**src/rtl/core/fsa_pkg.sv**
```systemverilog
// Shared constants, codes and types for the fire spread automaton step unit.
// No dependencies; every other file in rtl/core refers to this package by scoped names.
`timescale 1ns / 1ps
`default_nettype none

package fsa_pkg;

    // Payload widths
    localparam int CODE_W     = 3;
    localparam int DRAW_W     = 16;
    localparam int SIZE_W     = 6;
    localparam int PCT_W      = 7;
    localparam int CNT_W      = 12;
    localparam int CFG_IDX_W  = 2;
    localparam int CFG_DATA_W = 7;

    // Neighborhood
    localparam int NBR_NUM   = 8;
    localparam int NBR_CNT_W = 4;

    // Grid side limits
    localparam int DEF_MAX_SIZE = 32;
    localparam int MIN_SIZE     = 5;
    localparam int LIMIT_SIZE   = 62;

    // Percent scale used by both probability tests
    localparam logic [7:0] PCT_SCALE = 8'd100;

    // Cell codes
    localparam logic [CODE_W-1:0] CODE_EMPTY  = 3'd0;
    localparam logic [CODE_W-1:0] CODE_TREE   = 3'd1;
    localparam logic [CODE_W-1:0] CODE_FIRE   = 3'd2;
    localparam logic [CODE_W-1:0] CODE_BURN_A = 3'd3;
    localparam logic [CODE_W-1:0] CODE_BURN_B = 3'd4;
    localparam logic [CODE_W-1:0] CODE_BURN_C = 3'd5;
    localparam logic [CODE_W-1:0] CODE_BURNT  = 3'd6;

    // Configuration register indexes
    localparam logic [CFG_IDX_W-1:0] REG_GRID_SIZE  = 2'd0;
    localparam logic [CFG_IDX_W-1:0] REG_P_CATCH    = 2'd1;
    localparam logic [CFG_IDX_W-1:0] REG_P_NEIGHBOR = 2'd2;

    // Configuration reset values
    localparam logic [SIZE_W-1:0] GRID_SIZE_RST  = 6'd10;
    localparam logic [PCT_W-1:0]  P_CATCH_RST    = 7'd30;
    localparam logic [PCT_W-1:0]  P_NEIGHBOR_RST = 7'd25;

    // Neighbor slots in the window
    localparam int NB_NW = 0;
    localparam int NB_N  = 1;
    localparam int NB_NE = 2;
    localparam int NB_W  = 3;
    localparam int NB_E  = 4;
    localparam int NB_SW = 5;
    localparam int NB_S  = 6;
    localparam int NB_SE = 7;

    typedef struct packed {
        logic [CODE_W-1:0]              center;
        logic [NBR_NUM-1:0][CODE_W-1:0] nbr;
        logic [DRAW_W-1:0]              draw;
    } win_t;

    // Grid edges of the cell being evaluated, and whether it is the frame's last cell
    typedef struct packed {
        logic top;
        logic bottom;
        logic left;
        logic right;
        logic frame_end;
    } meta_t;

    typedef struct packed {
        logic [CODE_W-1:0] next_code;
        logic              ignited;
        logic              burned_out;
        logic              frame_end;
        logic [CNT_W-1:0]  frame_changes;
    } result_t;

endpackage

`default_nettype wire

```
**src/rtl/core/fsa_if.sv**
```systemverilog
// Handshake channels of the fire spread automaton step unit: cell input,
// result output and configuration write. Depends on fsa_pkg.
`timescale 1ns / 1ps
`default_nettype none

interface fsa_in_if;
    logic                        valid;
    logic                        ready;
    logic [fsa_pkg::CODE_W-1:0]  cell_code;
    logic [fsa_pkg::DRAW_W-1:0]  rand_draw;

    modport source (output valid, output cell_code, output rand_draw, input ready);
    modport sink   (input valid, input cell_code, input rand_draw, output ready);
endinterface

interface fsa_out_if;
    logic                       valid;
    logic                       ready;
    logic [fsa_pkg::CODE_W-1:0] next_code;
    logic                       ignited;
    logic                       burned_out;
    logic                       frame_end;
    logic [fsa_pkg::CNT_W-1:0]  frame_changes;

    modport source (output valid, output next_code, output ignited, output burned_out,
                    output frame_end, output frame_changes, input ready);
    modport sink   (input valid, input next_code, input ignited, input burned_out,
                    input frame_end, input frame_changes, output ready);
endinterface

interface fsa_cfg_if;
    logic                           valid;
    logic                           ready;
    logic [fsa_pkg::CFG_IDX_W-1:0]  index;
    logic [fsa_pkg::CFG_DATA_W-1:0] data;

    modport source (output valid, output index, output data, input ready);
    modport sink   (input valid, input index, input data, output ready);
endinterface

`default_nettype wire

```
**src/rtl/core/fire_spread_automaton_step_unit.sv**
```systemverilog
// Fire spread automaton step unit: one generation of a square grid streamed in raster
// order, one cell code and one random draw per item, one result per cell in raster
// order. The unit takes one item per cycle when not stalled or flushing. A cell's
// result comes out once the item holding its southeast neighbor has arrived, then
// passes both evaluation stages. After the last item of a frame the input holds off
// while the neighborhood line shifts empty slots to evaluate the bottom row; the last
// result carries frame_end and the frame's change count. The line is sized by
// MAX_SIZE; the grid side n is grid_size clamped to 5..MAX_SIZE, capped at 62.
// Writing grid_size restarts the frame. Depends on fsa_pkg, fsa_if, fsa_window, fsa_eval.
`timescale 1ns / 1ps
`default_nettype none

module fire_spread_automaton_step_unit #(
    parameter int MAX_SIZE = fsa_pkg::DEF_MAX_SIZE
) (
    input  wire logic  clk,
    input  wire logic  rst_n,
    fsa_in_if.sink     cells,
    fsa_out_if.source  results,
    fsa_cfg_if.sink    cfg
);

    function automatic logic [fsa_pkg::SIZE_W-1:0] clamp_size(
        input logic [fsa_pkg::SIZE_W-1:0] req
    );
        logic [fsa_pkg::SIZE_W-1:0] hi;
        logic [fsa_pkg::SIZE_W-1:0] v;
        hi = fsa_pkg::SIZE_W'((MAX_SIZE < fsa_pkg::LIMIT_SIZE) ? MAX_SIZE
                                                                : fsa_pkg::LIMIT_SIZE);
        v  = req;
        if (v < fsa_pkg::SIZE_W'(fsa_pkg::MIN_SIZE))
        begin
            v = fsa_pkg::SIZE_W'(fsa_pkg::MIN_SIZE);
        end
        if (v > hi)
        begin
            v = hi;
        end
        return v;
    endfunction

    logic [fsa_pkg::SIZE_W-1:0] n_reg;
    logic [fsa_pkg::PCT_W-1:0]  p_catch_reg;
    logic [fsa_pkg::PCT_W-1:0]  p_nbr_reg;

    logic [fsa_pkg::SIZE_W-1:0] in_row_reg, in_row_next;
    logic [fsa_pkg::SIZE_W-1:0] in_col_reg, in_col_next;
    logic [fsa_pkg::SIZE_W-1:0] q_row_reg, q_row_next;
    logic [fsa_pkg::SIZE_W-1:0] q_col_reg, q_col_next;
    logic                       flush_reg, flush_next;
    logic                       pend_v_reg, pend_v_next;
    fsa_pkg::meta_t             pend_meta_reg, pend_meta_next;

    logic                       cfg_write;
    logic                       restart;
    logic                       win_ready;
    logic                       s0_en;
    logic                       in_fire;
    logic                       bubble;
    logic                       shift;
    logic                       emit_now;
    logic [fsa_pkg::SIZE_W-1:0] n_m1;
    logic                       in_last;
    logic                       q_last;
    logic [fsa_pkg::CODE_W-1:0] line_code;
    logic [fsa_pkg::DRAW_W-1:0] line_draw;
    fsa_pkg::win_t              win;
    fsa_pkg::result_t           res;
    logic                       res_valid;

    assign cfg.ready = 1'b1;
    assign cfg_write = cfg.valid && cfg.ready;
    assign restart   = cfg_write && (cfg.index == fsa_pkg::REG_GRID_SIZE);

    always_ff @(posedge clk or negedge rst_n)
    begin
        if (!rst_n)
        begin
            n_reg       <= clamp_size(fsa_pkg::GRID_SIZE_RST);
            p_catch_reg <= fsa_pkg::P_CATCH_RST;
            p_nbr_reg   <= fsa_pkg::P_NEIGHBOR_RST;
        end
        else if (cfg_write)
        begin
            unique case (cfg.index)
                fsa_pkg::REG_GRID_SIZE:  n_reg       <= clamp_size(cfg.data[fsa_pkg::SIZE_W-1:0]);
                fsa_pkg::REG_P_CATCH:    p_catch_reg <= cfg.data[fsa_pkg::PCT_W-1:0];
                fsa_pkg::REG_P_NEIGHBOR: p_nbr_reg   <= cfg.data[fsa_pkg::PCT_W-1:0];
                default:                 ;
            endcase
        end
    end

    // Line advances on an accepted item, or on an empty slot while flushing
    assign s0_en       = !pend_v_reg || win_ready;
    assign cells.ready = s0_en && !flush_reg;
    assign in_fire     = cells.valid && cells.ready;
    assign bubble      = s0_en && flush_reg;
    assign shift       = in_fire || bubble;

    assign n_m1     = n_reg - fsa_pkg::SIZE_W'(1);
    assign in_last  = (in_row_reg == n_m1) && (in_col_reg == n_m1);
    assign q_last   = (q_row_reg == n_m1) && (q_col_reg == n_m1);
    // A cell is complete once its southeast neighbor enters: position n+1 onward
    assign emit_now = flush_reg || (in_row_reg > fsa_pkg::SIZE_W'(1))
                      || ((in_row_reg == fsa_pkg::SIZE_W'(1)) && (in_col_reg != '0));

    assign line_code = flush_reg ? fsa_pkg::CODE_EMPTY : cells.cell_code;
    assign line_draw = flush_reg ? '0 : cells.rand_draw;

    always_comb
    begin
        in_row_next    = in_row_reg;
        in_col_next    = in_col_reg;
        q_row_next     = q_row_reg;
        q_col_next     = q_col_reg;
        flush_next     = flush_reg;
        pend_v_next    = pend_v_reg;
        pend_meta_next = pend_meta_reg;

        if (s0_en)
        begin
            pend_v_next = shift && emit_now;
        end

        if (shift && emit_now)
        begin
            pend_meta_next.top       = (q_row_reg == '0);
            pend_meta_next.bottom    = (q_row_reg == n_m1);
            pend_meta_next.left      = (q_col_reg == '0);
            pend_meta_next.right     = (q_col_reg == n_m1);
            pend_meta_next.frame_end = q_last;
            priority if (q_last)
            begin
                q_row_next = '0;
                q_col_next = '0;
            end
            else if (q_col_reg == n_m1)
            begin
                q_col_next = '0;
                q_row_next = q_row_reg + fsa_pkg::SIZE_W'(1);
            end
            else
            begin
                q_col_next = q_col_reg + fsa_pkg::SIZE_W'(1);
            end
        end

        if (in_fire)
        begin
            priority if (in_last)
            begin
                in_row_next = '0;
                in_col_next = '0;
                flush_next  = 1'b1;
            end
            else if (in_col_reg == n_m1)
            begin
                in_col_next = '0;
                in_row_next = in_row_reg + fsa_pkg::SIZE_W'(1);
            end
            else
            begin
                in_col_next = in_col_reg + fsa_pkg::SIZE_W'(1);
            end
        end

        // Flush ends with the last cell of the frame
        if (bubble && q_last)
        begin
            flush_next = 1'b0;
        end

        if (restart)
        begin
            in_row_next = '0;
            in_col_next = '0;
            q_row_next  = '0;
            q_col_next  = '0;
            flush_next  = 1'b0;
            pend_v_next = 1'b0;
        end
    end

    always_ff @(posedge clk or negedge rst_n)
    begin
        if (!rst_n)
        begin
            in_row_reg <= '0;
            in_col_reg <= '0;
            q_row_reg  <= '0;
            q_col_reg  <= '0;
            flush_reg  <= 1'b0;
            pend_v_reg <= 1'b0;
        end
        else
        begin
            in_row_reg <= in_row_next;
            in_col_reg <= in_col_next;
            q_row_reg  <= q_row_next;
            q_col_reg  <= q_col_next;
            flush_reg  <= flush_next;
            pend_v_reg <= pend_v_next;
        end
    end

    always_ff @(posedge clk)
    begin
        pend_meta_reg <= pend_meta_next;
    end

    fsa_window #(
        .MAX_SIZE (MAX_SIZE)
    ) u_window (
        .clk      (clk),
        .shift    (shift),
        .n        (n_reg),
        .code_in  (line_code),
        .draw_in  (line_draw),
        .win      (win)
    );

    fsa_eval u_eval (
        .clk       (clk),
        .rst_n     (rst_n),
        .restart   (restart),
        .p_catch   (p_catch_reg),
        .p_nbr     (p_nbr_reg),
        .win_valid (pend_v_reg),
        .win       (win),
        .meta      (pend_meta_reg),
        .win_ready (win_ready),
        .res_valid (res_valid),
        .res_ready (results.ready),
        .res       (res)
    );

    assign results.valid         = res_valid;
    assign results.next_code     = res.next_code;
    assign results.ignited       = res.ignited;
    assign results.burned_out    = res.burned_out;
    assign results.frame_end     = res.frame_end;
    assign results.frame_changes = res.frame_changes;

endmodule

`default_nettype wire

```
**src/rtl/core/fsa_cell.sv**
```systemverilog
// One storage cell of the neighborhood line: loads from its left neighbor,
// or from a row tap when it is the entry point of a variable-length segment.
`timescale 1ns / 1ps
`default_nettype none

module fsa_cell #(
    parameter int DATA_W = fsa_pkg::CODE_W
) (
    input  wire logic              clk,
    input  wire logic              shift,
    input  wire logic              load_sel,
    input  wire logic [DATA_W-1:0] ext_in,
    input  wire logic [DATA_W-1:0] prev_in,
    output logic      [DATA_W-1:0] data_out
);

    logic [DATA_W-1:0] data_reg;

    always_ff @(posedge clk)
    begin
        if (shift)
        begin
            data_reg <= load_sel ? ext_in : prev_in;
        end
    end

    assign data_out = data_reg;

endmodule

`default_nettype wire

```
**src/rtl/core/fsa_window.sv**
```systemverilog
// Neighborhood line of fsa_cell instances holding two rows plus three cells of codes
// and one row plus two cells of draws. Depends on fsa_pkg and fsa_cell.
`timescale 1ns / 1ps
`default_nettype none

module fsa_window #(
    parameter int MAX_SIZE = fsa_pkg::DEF_MAX_SIZE
) (
    input  wire logic                        clk,
    input  wire logic                        shift,
    input  wire logic [fsa_pkg::SIZE_W-1:0]  n,
    input  wire logic [fsa_pkg::CODE_W-1:0]  code_in,
    input  wire logic [fsa_pkg::DRAW_W-1:0]  draw_in,
    output fsa_pkg::win_t                    win
);

    // Code line: three fixed taps, a segment, three fixed taps, a segment,
    // three fixed taps. A segment is n-3 cells long; its entry cell is set by n.
    localparam int SEG_LEN    = MAX_SIZE - 3;
    localparam int SEG_A      = 3;
    localparam int GRP_B      = SEG_A + SEG_LEN;
    localparam int SEG_B      = GRP_B + 3;
    localparam int GRP_C      = SEG_B + SEG_LEN;
    localparam int CODE_CELLS = GRP_C + 3;
    // Draw line: one fixed cell, a segment of up to MAX_SIZE, one fixed cell.
    localparam int DRAW_CELLS = MAX_SIZE + 2;

    logic [fsa_pkg::SIZE_W-1:0] entry;
    logic [fsa_pkg::CODE_W-1:0] code_q [CODE_CELLS];
    logic [fsa_pkg::DRAW_W-1:0] draw_q [DRAW_CELLS];

    assign entry = fsa_pkg::SIZE_W'(MAX_SIZE) - n;

    for (genvar k = 0; k < CODE_CELLS; k++)
    begin : g_code
        logic                       sel;
        logic [fsa_pkg::CODE_W-1:0] prev_d;
        logic [fsa_pkg::CODE_W-1:0] ext_d;

        if (k == 0)
        begin : g_head
            assign prev_d = code_in;
        end
        else
        begin : g_link
            assign prev_d = code_q[k-1];
        end

        if (k >= SEG_A && k < GRP_B)
        begin : g_seg_a
            assign sel   = (fsa_pkg::SIZE_W'(k - SEG_A) == entry);
            assign ext_d = code_q[SEG_A-1];
        end
        else if (k >= SEG_B && k < GRP_C)
        begin : g_seg_b
            assign sel   = (fsa_pkg::SIZE_W'(k - SEG_B) == entry);
            assign ext_d = code_q[SEG_B-1];
        end
        else
        begin : g_fixed
            assign sel   = 1'b0;
            assign ext_d = prev_d;
        end

        fsa_cell #(
            .DATA_W   (fsa_pkg::CODE_W)
        ) u_cell (
            .clk      (clk),
            .shift    (shift),
            .load_sel (sel),
            .ext_in   (ext_d),
            .prev_in  (prev_d),
            .data_out (code_q[k])
        );
    end

    for (genvar k = 0; k < DRAW_CELLS; k++)
    begin : g_draw
        logic                       sel;
        logic [fsa_pkg::DRAW_W-1:0] prev_d;

        if (k == 0)
        begin : g_head
            assign prev_d = draw_in;
        end
        else
        begin : g_link
            assign prev_d = draw_q[k-1];
        end

        if (k >= 1 && k <= MAX_SIZE)
        begin : g_seg
            assign sel = (fsa_pkg::SIZE_W'(k - 1) == entry);
        end
        else
        begin : g_fixed
            assign sel = 1'b0;
        end

        fsa_cell #(
            .DATA_W   (fsa_pkg::DRAW_W)
        ) u_cell (
            .clk      (clk),
            .shift    (shift),
            .load_sel (sel),
            .ext_in   (draw_q[0]),
            .prev_in  (prev_d),
            .data_out (draw_q[k])
        );
    end

    // Newest item sits at line position 0; the evaluated cell sits n+1 items behind it.
    always_comb
    begin
        win.nbr[fsa_pkg::NB_SE] = code_q[0];
        win.nbr[fsa_pkg::NB_S]  = code_q[1];
        win.nbr[fsa_pkg::NB_SW] = code_q[2];
        win.nbr[fsa_pkg::NB_E]  = code_q[GRP_B];
        win.center              = code_q[GRP_B+1];
        win.nbr[fsa_pkg::NB_W]  = code_q[GRP_B+2];
        win.nbr[fsa_pkg::NB_NE] = code_q[GRP_C];
        win.nbr[fsa_pkg::NB_N]  = code_q[GRP_C+1];
        win.nbr[fsa_pkg::NB_NW] = code_q[GRP_C+2];
        win.draw                = draw_q[DRAW_CELLS-1];
    end

endmodule

`default_nettype wire

```
**src/rtl/core/fsa_eval.sv**
```systemverilog
// Two-stage rule evaluation: edge masking and neighbor counts, then the ignition
// tests, the phase step and the frame change count. Depends on fsa_pkg.
`timescale 1ns / 1ps
`default_nettype none

module fsa_eval (
    input  wire logic                       clk,
    input  wire logic                       rst_n,
    input  wire logic                       restart,
    input  wire logic [fsa_pkg::PCT_W-1:0]  p_catch,
    input  wire logic [fsa_pkg::PCT_W-1:0]  p_nbr,
    input  wire logic                       win_valid,
    input  wire fsa_pkg::win_t              win,
    input  wire fsa_pkg::meta_t             meta,
    output logic                            win_ready,
    output logic                            res_valid,
    input  wire logic                       res_ready,
    output fsa_pkg::result_t                res
);

    localparam int NB_PROD_W   = 11;
    localparam int DRAW_PROD_W = fsa_pkg::DRAW_W + 8;

    function automatic logic is_tree(input logic [fsa_pkg::CODE_W-1:0] code);
        return (code >= fsa_pkg::CODE_TREE) && (code <= fsa_pkg::CODE_BURN_C);
    endfunction

    function automatic logic is_burning(input logic [fsa_pkg::CODE_W-1:0] code);
        return (code >= fsa_pkg::CODE_FIRE) && (code <= fsa_pkg::CODE_BURN_C);
    endfunction

    // Stage 1 registers
    logic                          s1_v_reg;
    logic [fsa_pkg::CODE_W-1:0]    s1_center_reg;
    logic [fsa_pkg::NBR_CNT_W-1:0] s1_tree_reg;
    logic [fsa_pkg::NBR_CNT_W-1:0] s1_burn_reg;
    logic [fsa_pkg::DRAW_W-1:0]    s1_draw_reg;
    logic                          s1_end_reg;

    // Stage 2 registers
    logic                          res_v_reg;
    fsa_pkg::result_t              res_reg;
    logic [fsa_pkg::CNT_W-1:0]     cnt_reg;
    logic [fsa_pkg::CNT_W-1:0]     cnt_next;

    logic                          s2_en;
    logic [fsa_pkg::NBR_NUM-1:0]   nb_ok;
    logic [fsa_pkg::NBR_CNT_W-1:0] tree_sum;
    logic [fsa_pkg::NBR_CNT_W-1:0] burn_sum;

    logic [NB_PROD_W-1:0]          burn_scaled;
    logic [NB_PROD_W-1:0]          tree_scaled;
    logic [DRAW_PROD_W-1:0]        draw_scaled;
    logic [DRAW_PROD_W-1:0]        catch_scaled;
    logic                          catches;
    logic [fsa_pkg::CODE_W-1:0]    next_code;
    logic                          ign;
    logic                          burn;
    logic [fsa_pkg::CNT_W-1:0]     cnt_sum;

    assign s2_en     = !res_v_reg || res_ready;
    assign win_ready = !s1_v_reg || s2_en;

    // Drop neighbors that fall outside the grid, then count them
    always_comb
    begin
        nb_ok[fsa_pkg::NB_NW] = !meta.top && !meta.left;
        nb_ok[fsa_pkg::NB_N]  = !meta.top;
        nb_ok[fsa_pkg::NB_NE] = !meta.top && !meta.right;
        nb_ok[fsa_pkg::NB_W]  = !meta.left;
        nb_ok[fsa_pkg::NB_E]  = !meta.right;
        nb_ok[fsa_pkg::NB_SW] = !meta.bottom && !meta.left;
        nb_ok[fsa_pkg::NB_S]  = !meta.bottom;
        nb_ok[fsa_pkg::NB_SE] = !meta.bottom && !meta.right;
        tree_sum = '0;
        burn_sum = '0;
        for (int i = 0; i < fsa_pkg::NBR_NUM; i++)
        begin
            if (nb_ok[i] && is_tree(win.nbr[i]))
            begin
                tree_sum = tree_sum + fsa_pkg::NBR_CNT_W'(1);
            end
            if (nb_ok[i] && is_burning(win.nbr[i]))
            begin
                burn_sum = burn_sum + fsa_pkg::NBR_CNT_W'(1);
            end
        end
    end

    always_ff @(posedge clk or negedge rst_n)
    begin
        if (!rst_n)
        begin
            s1_v_reg <= 1'b0;
        end
        else if (win_ready)
        begin
            s1_v_reg <= win_valid;
        end
    end

    always_ff @(posedge clk)
    begin
        if (win_ready)
        begin
            s1_center_reg <= win.center;
            s1_tree_reg   <= tree_sum;
            s1_burn_reg   <= burn_sum;
            s1_draw_reg   <= win.draw;
            s1_end_reg    <= meta.frame_end;
        end
    end

    // Ignition tests: burning share above p_nbr percent, draw below p_catch percent
    always_comb
    begin
        burn_scaled  = NB_PROD_W'(s1_burn_reg) * NB_PROD_W'(fsa_pkg::PCT_SCALE);
        tree_scaled  = NB_PROD_W'(p_nbr) * NB_PROD_W'(s1_tree_reg);
        draw_scaled  = DRAW_PROD_W'(s1_draw_reg) * DRAW_PROD_W'(fsa_pkg::PCT_SCALE);
        catch_scaled = DRAW_PROD_W'({p_catch, {fsa_pkg::DRAW_W{1'b0}}});
        catches      = (s1_tree_reg != '0) && (burn_scaled > tree_scaled)
                       && (draw_scaled < catch_scaled);
        ign  = 1'b0;
        burn = 1'b0;
        unique case (s1_center_reg)
            fsa_pkg::CODE_TREE:
            begin
                next_code = catches ? fsa_pkg::CODE_BURN_A : fsa_pkg::CODE_TREE;
                ign       = catches;
            end
            fsa_pkg::CODE_FIRE:    next_code = fsa_pkg::CODE_BURN_A;
            fsa_pkg::CODE_BURN_A:  next_code = fsa_pkg::CODE_BURN_B;
            fsa_pkg::CODE_BURN_B:  next_code = fsa_pkg::CODE_BURN_C;
            fsa_pkg::CODE_BURN_C:
            begin
                next_code = fsa_pkg::CODE_BURNT;
                burn      = 1'b1;
            end
            fsa_pkg::CODE_BURNT:   next_code = fsa_pkg::CODE_BURNT;
            default:               next_code = fsa_pkg::CODE_EMPTY;
        endcase
        cnt_sum = cnt_reg + fsa_pkg::CNT_W'(ign) + fsa_pkg::CNT_W'(burn);
    end

    always_comb
    begin
        cnt_next = cnt_reg;
        if (restart)
        begin
            cnt_next = '0;
        end
        else if (s2_en && s1_v_reg)
        begin
            cnt_next = s1_end_reg ? '0 : cnt_sum;
        end
    end

    always_ff @(posedge clk or negedge rst_n)
    begin
        if (!rst_n)
        begin
            res_v_reg <= 1'b0;
            cnt_reg   <= '0;
        end
        else
        begin
            if (s2_en)
            begin
                res_v_reg <= s1_v_reg;
            end
            cnt_reg <= cnt_next;
        end
    end

    always_ff @(posedge clk)
    begin
        if (s2_en)
        begin
            res_reg.next_code     <= next_code;
            res_reg.ignited       <= ign;
            res_reg.burned_out    <= burn;
            res_reg.frame_end     <= s1_end_reg;
            res_reg.frame_changes <= s1_end_reg ? cnt_sum : '0;
        end
    end

    assign res_valid = res_v_reg;
    assign res       = res_reg;

endmodule

`default_nettype wire

```
**src/flat_wrapper.sv**
```systemverilog
// flat-port wrapper written by rule: the top's interface ports become plain ports
module fire_spread_automaton_step_unit_flat 
#(
    parameter int MAX_SIZE = fsa_pkg::DEF_MAX_SIZE
)
  (clk, rst_n, cells_valid, cells_cell_code, cells_rand_draw, cells_ready, results_valid, results_next_code, results_ignited, results_burned_out, results_frame_end, results_frame_changes, results_ready, cfg_valid, cfg_index, cfg_data, cfg_ready);
  fsa_in_if cells_i ();
  fsa_out_if results_i ();
  fsa_cfg_if cfg_i ();
  input  wire logic clk;
  input  wire logic rst_n;
  input wire logic [$bits(cells_i.valid)-1:0] cells_valid;
  input wire logic [$bits(cells_i.cell_code)-1:0] cells_cell_code;
  input wire logic [$bits(cells_i.rand_draw)-1:0] cells_rand_draw;
  output wire logic [$bits(cells_i.ready)-1:0] cells_ready;
  output wire logic [$bits(results_i.valid)-1:0] results_valid;
  output wire logic [$bits(results_i.next_code)-1:0] results_next_code;
  output wire logic [$bits(results_i.ignited)-1:0] results_ignited;
  output wire logic [$bits(results_i.burned_out)-1:0] results_burned_out;
  output wire logic [$bits(results_i.frame_end)-1:0] results_frame_end;
  output wire logic [$bits(results_i.frame_changes)-1:0] results_frame_changes;
  input wire logic [$bits(results_i.ready)-1:0] results_ready;
  input wire logic [$bits(cfg_i.valid)-1:0] cfg_valid;
  input wire logic [$bits(cfg_i.index)-1:0] cfg_index;
  input wire logic [$bits(cfg_i.data)-1:0] cfg_data;
  output wire logic [$bits(cfg_i.ready)-1:0] cfg_ready;
  assign cells_i.valid = cells_valid;
  assign cells_i.cell_code = cells_cell_code;
  assign cells_i.rand_draw = cells_rand_draw;
  assign cells_ready = cells_i.ready;
  assign results_valid = results_i.valid;
  assign results_next_code = results_i.next_code;
  assign results_ignited = results_i.ignited;
  assign results_burned_out = results_i.burned_out;
  assign results_frame_end = results_i.frame_end;
  assign results_frame_changes = results_i.frame_changes;
  assign results_i.ready = results_ready;
  assign cfg_i.valid = cfg_valid;
  assign cfg_i.index = cfg_index;
  assign cfg_i.data = cfg_data;
  assign cfg_ready = cfg_i.ready;
  fire_spread_automaton_step_unit #(.MAX_SIZE(MAX_SIZE)) u_core (.clk(clk), .rst_n(rst_n), .cells(cells_i), .results(results_i), .cfg(cfg_i));
endmodule
```
**config.mk**
```make
export PLATFORM = sky130hd
export DESIGN_NAME = fire_spread_automaton_step_unit_flat
export DESIGN_NICKNAME = d
export VERILOG_FILES = /design/src/rtl/core/fsa_pkg.sv /design/src/rtl/core/fsa_if.sv /design/src/rtl/core/fire_spread_automaton_step_unit.sv /design/src/rtl/core/fsa_cell.sv /design/src/rtl/core/fsa_window.sv /design/src/rtl/core/fsa_eval.sv /design/src/flat_wrapper.sv
export SDC_FILE = /design/constraint.sdc
export NUM_CORES = 1
export LEC_CHECK = 0
export ABC_AREA = 1
export BUFFER_PORTS_ARGS = -buffer_cell sky130_fd_sc_hd__clkbuf_2
export CORE_UTILIZATION = 55
export DETAILED_ROUTE_END_ITERATION = 16
export PLACE_DENSITY = 0.71
export SLEW_MARGIN = 20
export SYNTH_ARGS = -nofsm -noshare
export SYNTH_HDL_FRONTEND = slang
export SYNTH_SLANG_ARGS = --single-unit
export TNS_END_PERCENT = 30
```
**constraint.sdc**
```tcl
create_clock -name clk -period 58.8 [get_ports clk]
set_input_delay 2.94 -clock clk [delete_from_list [all_inputs] [get_ports clk]]
set_output_delay 2.94 -clock clk [all_outputs]
set_load 0.02 [all_outputs]
```
==> impl_metrics.ini <==
[status]
status = finished clean

[critical_path]
r2r_start = u_core.p_nbr_reg[0]
r2r_slack_ns = 52.69
timing.rr.end = u_core.u_eval.res[10]
crit_chain = clkbuf_2, inv_1, nand2_1, nor2_1, inv_1, buf_4, nor2_1, inv_1, o21ai_0, inv_8, buf_12, buf_4, buf_4
path_class = primary input to flop
crit_path_max_fanout = 187
arrival_ns = 8.05
required_ns = 59.05
cp_slowest_cell = buf_4
reg2reg_depth = 27
cp-end-kind = flop
cp_slowest_stage_delay_ns = 0.92
critPathLaunchType = primary input

[grt]
grt_overflow_total = 0
antenna_found_initial = 0
grt_pass1_vias = 23200
grt_pass1_wl_mm = 121
grt_max_degree = 188
track_usage = 0.212

[synthesis]
synth.avg_cell_area_um2 = 11.1
ys_async_sr_fraction = 0.0701
ys_warn_count = 0
synth_flop_cell = edfxtp_1
syn_nets = 3651
synth_area_um2 = 38400
yosysSeqAreaShare = 0.662
synth_edf_count = 796
syn_inst = 3472
synth-seq-cells = 856
yosysUniqueCellTypes = 50

[timing]
whs_ns = 0.406
fin_crit_sh = 0.133
setup_violations = 0
hold_violations = 0
fmax_mhz = 128
rsz0062_at_grt = false
fin_skew_ns = 0.0256
maxSlewViolCount = 0
fin_tns_setup_ns = 0
slew-limit-headroom = 0.238
tightest_slew_ns = 1.14
period_needed_ns = 7.80

[power]
leakagePower_nw = 17.8
ir_drop_mv = 0.0290
p_per_area_nw_per_um2 = 42.3

[clock_network]
cts_buffer_depth = 3
cts_tree = done
clk_pin_slew_ns = 0.06
cts_buffers = 89
hold_buffers = 0
post_cts_resized = 0
h-tree-depth = 3
clock-root-buffer = clkbuf_16
cts_setup_buffers = 0
cts.sinks = 856
insertion_delay_ns = 0.63

[routing]
wl_mm = 73.2
first_iter_violations = 2241
viasPerCell = 5.45
drcViolationCount = 0
ant_nets = 0
vias = 24200
dr.pass1.iters = 5
wl_per_cell_um = 16.5

[die]
coreArea_um2 = 68800
die_h_um = 266
io_pins = 54
initial_core_util = 0.558
dieArea_um2 = 70900
die_x_um = 266
row_count = 96

[finish]
post-route-util = 0.611
final_layout_size_suffix_gt1_frac = 0.0703
largest_reg_flops = 544
post-route-cell-area_um2 = 42000
layout.nets = 3620
n_antenna_cell = 0
area_growth_syn_to_layout_pct = 9.46

[worst_hold_path]
worstHoldPathCells = 0
holdPathEnd = u_core.u_eval.s1_draw_reg[11]
min-delay-path-class = flop to flop
hp-start = u_core.u_window.g_draw[33].u_cell.data_out[11]

[placed_design]
placed_area_um2 = 39200
gp_congestion = 0.829
port_buffers = 52
hpwl_mm = 44.0

[run]
maxCapViolCount = 0
-- metrics by stage --
step                      setup slack [ns]  power (mW)  std cells
after floorplan                      37.51        1.18       3472
after global placement               50.28        1.24       4281
after detailed placement             50.26        1.25       4281
after CTS                            50.94        1.79       4444
after global routing                 50.51        1.89       4444
final                                51.00        1.78       4444
-- routing by layer --
metal | vias up | GRT usage | wire length [um] | share of wire
met4 | 0 | 0.0575 | 1280 | 0.017
met5 | - | 0 | 0 | 0
li1 | 11900 | - | - | -
met2 | 543 | 0.355 | 35800 | 0.49
met1 | 11700 | 0.291 | 32500 | 0.44
met3 | 112 | 0.0316 | 3620 | 0.049
-- area by class of cell --
cell class                      count  area (um2)
Clock buffer                      112        2380
Clock inverter                     51         393
Fill cell                        5464       26800
Inverter                          265        1000
Multi-Input combinational cell   2149       11200
Sequential cell                   856       25400
Tap cell                          931        1160
Timing Repair Buffer               80         483
-- cell usage in the layout (no fill, tap or decap), types with 51 or more instances in the layout --
| master | n |
|---|---|
| dfrtp_1 | 51 |
| nand3_1 | 68 |
| inv_1 | 259 |
| ha_1 | 124 |
| nand2_1 | 924 |
| clkbuf_2 | 52 |
| o21ai_0 | 672 |
| nor2_1 | 109 |
| edfxtp_1 | 796 |
| clkbuf_16 | 90 |
-- how the worst max path moves through the flow --
stage | start | to | cells past startpoint
6_report | results_ready | u_core.u_window.g_code[48].u_cell.data_out[2] | 13
4_1_cts | results_ready | u_core.u_window.g_draw[12].u_cell.data_out[13] | 13
3_5_place_dp | results_ready | u_core.u_window.g_code[51].u_cell.data_out[2] | 13
3_3_place_gp | results_ready | u_core.u_window.g_code[52].u_cell.data_out[2] | 13
5_1_grt | results_ready | u_core.u_window.g_code[48].u_cell.data_out[2] | 13
2_1_floorplan | results_ready | u_core.q_row_reg[3] | 14
-- worst max-delay path: cells and delay by family --
kind / cells / cell delay, ns
buffers and inverters: 9 / 3.62
and+or+nand+nor: 3 / 0.80
AOI/OAI and AO/OA: 1 / 0.22
-- cells in the mapped netlist (3+ instances only) --
library cell,n,area [um2]
dfstp_2,9,236
a21o_1,5,37.5
nor3_1,9,45.0
nand3b_1,4,30.0
inv_1,262,983
nand2_4,10,113
buf_2,23,115
nand2_1,926,3480
nor4_1,3,18.8
o22ai_1,16,100
o31ai_1,3,22.5
clkbuf_1,175,657
o21ai_0,672,3360
xor2_1,42,368
nand3_1,68,340
edfxtp_1,796,23900
xnor2_1,15,131
a21oi_1,36,180
nand4_1,13,81.3
a31oi_1,3,18.8
fa_1,22,440
inv_2,3,11.3
o21ai_1,42,210
nor2_1,109,409
ha_1,124,1550
dfrtp_1,51,1280
-- cells by family after synthesis --
family                     count (synthesis)  synth area share
AOI/OAI and AO/OA                        790             0.105
xor gates and xnor gates                  59            0.0138
adders and majority gates                146            0.0519
buffers and inverters                    467            0.0469
DFF                                      856             0.662
other                                      1         0.0000977
and+or+nand+nor                         1153             0.120
-- power by group --
part	internal, mW	switching (mW)	total, mW	leakage [nW]
combinational	0.146	0.259	0.405	7.80
sequential	0.795	0.0410	0.836	8.59
clock	0.309	0.228	0.537	1.37
total	1.25	0.528	1.78	17.8
(Power assumes the default switching activity.)
